--- config.mk ---
export PLATFORM = sky130hd
export DESIGN_NAME = rfr_mod
export DESIGN_NICKNAME = d
export VERILOG_FILES = /design/src/hdl/rfr_pkg.sv /design/src/hdl/rfr_mod.sv
export SDC_FILE = /design/constraint.sdc
export NUM_CORES = 1
export LEC_CHECK = 0
export ABC_AREA = 1
export BUFFER_PORTS_ARGS = -buffer_cell sky130_fd_sc_hd__buf_2
export CAP_MARGIN = 20
export CORE_MARGIN = 4
export CORE_UTILIZATION = 58
export CTS_BUF_LIST = sky130_fd_sc_hd__clkbuf_8
export CTS_CLUSTER_DIAMETER = 80
export DETAILED_ROUTE_END_ITERATION = 16
export PLACE_DENSITY = 0.8
export SETUP_SLACK_MARGIN = 0.4
export SLEW_MARGIN = 20
export SYNTH_ARGS = -nofsm -noshare
export SYNTH_HDL_FRONTEND = slang
export SYNTH_SLANG_ARGS = --single-unit
--- constraint.sdc ---
create_clock -name clk -period 2.1 [get_ports clk]
set_input_delay 0.315 -clock clk [delete_from_list [all_inputs] [get_ports clk]]
set_output_delay 0.315 -clock clk [all_outputs]
set_load 0.02 [all_outputs]
--- src/hdl/rfr_pkg.sv ---
// rfr_pkg: shared types, constants and pointer helpers for the ring fifo with reverse
// used by rfr_ram, rfr_mod and ring_fifo_with_reverse; no dependencies
package rfr_pkg;

  // ring geometry and field widths
  localparam int DEPTH      = 1024;
  localparam int PTR_W      = $clog2(DEPTH);
  localparam int CNT_W      = PTR_W + 1;
  localparam int VALUE_BITS = 32;
  localparam int OFS_W      = 32;
  localparam int REQ_W      = 3;
  localparam int STAT_W     = 2;

  // iterative remainder unit: one dividend bit per step
  localparam int DIV_STEPS  = OFS_W;
  localparam int STEP_W     = $clog2(DIV_STEPS);

  // request codes
  localparam logic [REQ_W-1:0] REQ_PUSH    = 3'd0;
  localparam logic [REQ_W-1:0] REQ_POP     = 3'd1;
  localparam logic [REQ_W-1:0] REQ_FRONT   = 3'd2;
  localparam logic [REQ_W-1:0] REQ_REVERSE = 3'd3;
  localparam logic [REQ_W-1:0] REQ_READ    = 3'd4;

  // status codes
  localparam logic [STAT_W-1:0] STAT_OK    = 2'd0;
  localparam logic [STAT_W-1:0] STAT_EMPTY = 2'd1;
  localparam logic [STAT_W-1:0] STAT_FULL  = 2'd2;

  typedef struct packed {
    logic [REQ_W-1:0]      req_type;
    logic [VALUE_BITS-1:0] value_in;
    logic [OFS_W-1:0]      offset;
  } req_t;

  typedef struct packed {
    logic [VALUE_BITS-1:0] value_out;
    logic [CNT_W-1:0]      count;
    logic                  empty_res;
    logic [STAT_W-1:0]     status;
  } res_t;

  // remainder unit request and response
  typedef struct packed {
    logic             go;
    logic [OFS_W-1:0] dividend;
    logic [CNT_W-1:0] divisor;
  } mod_req_t;

  typedef struct packed {
    logic             done;
    logic [CNT_W-1:0] rem;
  } mod_rsp_t;

  typedef enum logic [2:0] {
    ST_IDLE,
    ST_DIV,
    ST_IDX,
    ST_REV_A,
    ST_REV_B,
    ST_REV_C,
    ST_REV_D,
    ST_RESP
  } state_t;

  // step a pointer forward round the ring
  function automatic logic [PTR_W-1:0] wrap_next(input logic [PTR_W-1:0] p,
                                                input logic [CNT_W-1:0] cap);
    logic [CNT_W-1:0] s;
    s = {1'b0, p} + CNT_W'(1);
    return (s >= cap) ? '0 : s[PTR_W-1:0];
  endfunction

  // step a pointer backward round the ring
  function automatic logic [PTR_W-1:0] wrap_prev(input logic [PTR_W-1:0] p,
                                                input logic [CNT_W-1:0] cap);
    logic [CNT_W-1:0] s;
    s = cap - CNT_W'(1);
    return (p == '0) ? s[PTR_W-1:0] : p - PTR_W'(1);
  endfunction

endpackage

--- src/hdl/rfr_mod.sv ---
// rfr_mod: iterative restoring remainder, one dividend bit per cycle
// depends on rfr_pkg
module rfr_mod (
  input  logic               clk,
  input  logic               rst,
  input  rfr_pkg::mod_req_t  mreq,
  output rfr_pkg::mod_rsp_t  mrsp
);

  logic                        running;
  logic [rfr_pkg::STEP_W-1:0]  steps;
  logic [rfr_pkg::OFS_W-1:0]   dvd;
  logic [rfr_pkg::CNT_W-1:0]   divisor;
  logic [rfr_pkg::CNT_W-1:0]   rem;
  logic [rfr_pkg::CNT_W:0]     trial;
  logic [rfr_pkg::CNT_W:0]     rem_next;
  logic                        done;

  // shift in the next dividend bit and subtract when it fits
  always_comb begin
    trial = {rem, dvd[rfr_pkg::OFS_W-1]};
    if (trial >= {1'b0, divisor}) begin
      rem_next = trial - {1'b0, divisor};
    end else begin
      rem_next = trial;
    end
  end

  // control
  always_ff @(posedge clk) begin
    if (rst) begin
      running <= 1'b0;
      done    <= 1'b0;
      steps   <= '0;
    end else begin
      done <= running && (steps == '0);
      if (mreq.go) begin
        running <= 1'b1;
        steps   <= rfr_pkg::STEP_W'(rfr_pkg::DIV_STEPS - 1);
      end else if (running) begin
        if (steps == '0) begin
          running <= 1'b0;
        end
        steps <= steps - rfr_pkg::STEP_W'(1);
      end
    end
  end

  // datapath
  always_ff @(posedge clk) begin
    if (mreq.go) begin
      dvd     <= mreq.dividend;
      divisor <= mreq.divisor;
      rem     <= '0;
    end else if (running) begin
      dvd <= {dvd[rfr_pkg::OFS_W-2:0], 1'b0};
      rem <= rem_next[rfr_pkg::CNT_W-1:0];
    end
  end

  assign mrsp.done = done;
  assign mrsp.rem  = rem;

endmodule

==> impl_metrics.yaml <==
yosys:
  async_flop_share_pct: 0
  syn_nets: 468
  synth_top_area_cell: "edfxtp_1"
  netlist.area_leader.share_pct: 38.2
  yosysWarnings: 0
  synthFlopType: "edfxtp_1"
  yosysMostFrequentCell: "nand2_1"
  synth_area_leaders: "edfxtp_1, nand2_1, dfxtp_1, inv_1, ha_1"
  synth-seq-cells: 61
  synth_common_cells: "nand2_1, inv_1, edfxtp_1"
  ys_types: 34
  synth_edf_count: 43
  seq_area_frac_synth_pct: 48.8
  syn-cell-area_um2: 3380
  syn_inst: 408
  avgSynthCellArea_um2: 8.29
cts:
  cts_tree: "done"
  cts_buffers: 9
  numClockSinks: 61
  clk_latency_ps: 340
  clockBufferDepth: 2
  clkTransAtPathRegs_ps: 80
  htreeDepth: 3
  cts_root_buf: "clkbuf_8"
floorplan:
  die_h_um: 84.4
  die_w_um: 84.4
  coreArea_um2: 5570
  num_rows: 27
  initial_utilization_pct: 60.7
  io_pins: 58
  dieArea_um2: 7120
sta:
  rsz0062_at_grt: "true"
  final.setup_skew_ps: 9.45
  tns_ps: 0
  setup_viol: 0
  layout_min_cycle_time_ps: 1870
  hold_violations: 0
  max-slew-margin-rel_pct: 75.4
  max_freq_mhz: 536
  slew_violations: 0
  worst_pin_slew_ps: 369
  fin_crit_sh_pct: 88.9
worst_setup_path:
  critPathKind: "register to register"
  worst_path_max_delay_cell: "edfxtp_1"
  start_kind: "register"
  cp.required_ps: 2380
  arrival_ps: 2150
  crit_path_max_incr_delay_ps: 420
  path_common_cell: "nand2_2"
  end_kind: "register"
  crit_chain: "ha_4, fa_2, inv_2, nand2_2, nand2_2, nand2_2, nand2_2, nand2_4, buf_6, nand4_1, nand2_1, inv_1, nand2_1, nand2_1"
  crit_path_start: "divisor[0]"
  r2r-start: "divisor[0]"
  crit_fanout: 5
route:
  drt_iter0_markers: 314
  ant_nets: 0
  route.detailed.drc: 0
  wirelength_mm: 7.79
  wl_per_cell_um: 14.0
  num_vias: 2891
  viasPerCell: 5.18
  dr.pass1.iters: 5
power:
  powerDensity_nw_per_um2: 738
  peakVddDrop_uv: 652
  power.leakage_nw: 2.13
  p_total_mw: 3.00
hold_path:
  hold_path_class: "input pin to register"
  min_from: "mreq[3]"
global_routing:
  grt_overflow: 0
  antenna_found_initial: 0
  grt_util_all_layers_pct: 22.7
  grt_pass1_wl_mm: 12.8
  grt_max_degree: 33
  grt_pass1_vias: 2825
outcome:
  status: "finished clean"
placement:
  port_buffers: 57
  dp_hpwl_mm: 5.41
  gp_congestion: 0.962
  dpl-instance-area_um2: 3750
  dp.cells: 533
finish:
  final_util_pct: 73.1
  design_area_um2: 4070
  syn2layout_area_growth_pct: 20.4
  fillers: 423
  drive_above_1_share_pct: 27.2
  layoutNonFillerInstCount: 558
  nets: 541
  num_antenna_cells: 0
job:
  drv_cap: 0
timing repair:
action | CTS | global route
hold buffers | 0 | 0
endpoints found under the hold margin | 0 | 0
setup buffers | 6 | 2
cloned | 1 | 0
resized for setup | 4 | 3
setup endpoints to repair | 11 | 11
pin swaps | 4 | 7
cell usage in the layout (no fill, tap or decap), types with 11 or more instances in the layout:
cell type  count
nand4_1       14
nand3_1       21
nand2_1      159
buf_2         57
ha_1          12
nand2_2       13
buf_4         16
edfxtp_1      43
inv_1         55
nor2_1        11
dfxtp_1       17
worst max-delay path: cells and delay by family (launching register included):
family / cells / cell delay [ps]
fa+ha+maj: 2 / 540
buf+inv: 3 / 290
flops: 1 / 420
simple gates: 9 / 560
report_power, final:
part | switching [mW] | total [mW] | leakage, nW | internal, mW
logic | 0.252 | 0.416 | 1.44 | 0.165
registers | 0.0355 | 1.44 | 0.584 | 1.40
clock network | 0.484 | 1.15 | 0.112 | 0.664
flip-flops by register name (all words and copies together) (netlist names):
name     cells
rem         11
done         1
steps        5
running      1
divisor     11
dvd         32
stage by stage:
stage	setup WS, ps	hold slack, ps
5_1_grt	121	136
3_5_place_dp	169	461
2_1_floorplan	372	384
4_1_cts	181	140
3_3_place_gp	259	458
6_report	234	146
routing by layer:
metal,share of wire (%),track usage [%],up-vias
li1,-,-,1449
met1,42,29.0,1280
met2,47,37.9,147
met3,8.7,4.81,15
met4,1.4,8.78,0
met5,0,0,-
cell type report:
| class | instances | area, um2 | share of cell area (%) |
|---|---|---|---|
| inverter | 65 | 248 | 6.08 |
| clock inverter | 7 | 90.1 | 2.21 |
| clock buffer | 9 | 124 | 3.04 |
| timing repair buffer | 75 | 437 | 10.7 |
| sequential | 61 | 1650 | 40.6 |
| tap | 72 | 90.1 | 2.21 |
| multi-input combinational | 269 | 1430 | 35.1 |
final timing paths:
check                    end  depth (start not counted)  slack, ps
hold / removal    divisor[3]                          1        150
setup reg to reg      rem[9]                         14        230
hold reg to reg     steps[4]                          2        470
setup / recovery      rem[9]                         14        230
cells by family (layout without fill, tap and decap cells):
kind of cell               Yosys count  after routing  share of synthesized area [%]
and+or+nand+nor                    234            235                           31.3
adders and majority gates           14             14                           5.40
buffers and inverters               79            156                           10.4
xor gates and xnor gates             3              3                          0.777
AOI/OAI and AO/OA                   17             17                           3.29
DFF                                 61             61                           48.8
(Power assumes the default switching activity.)
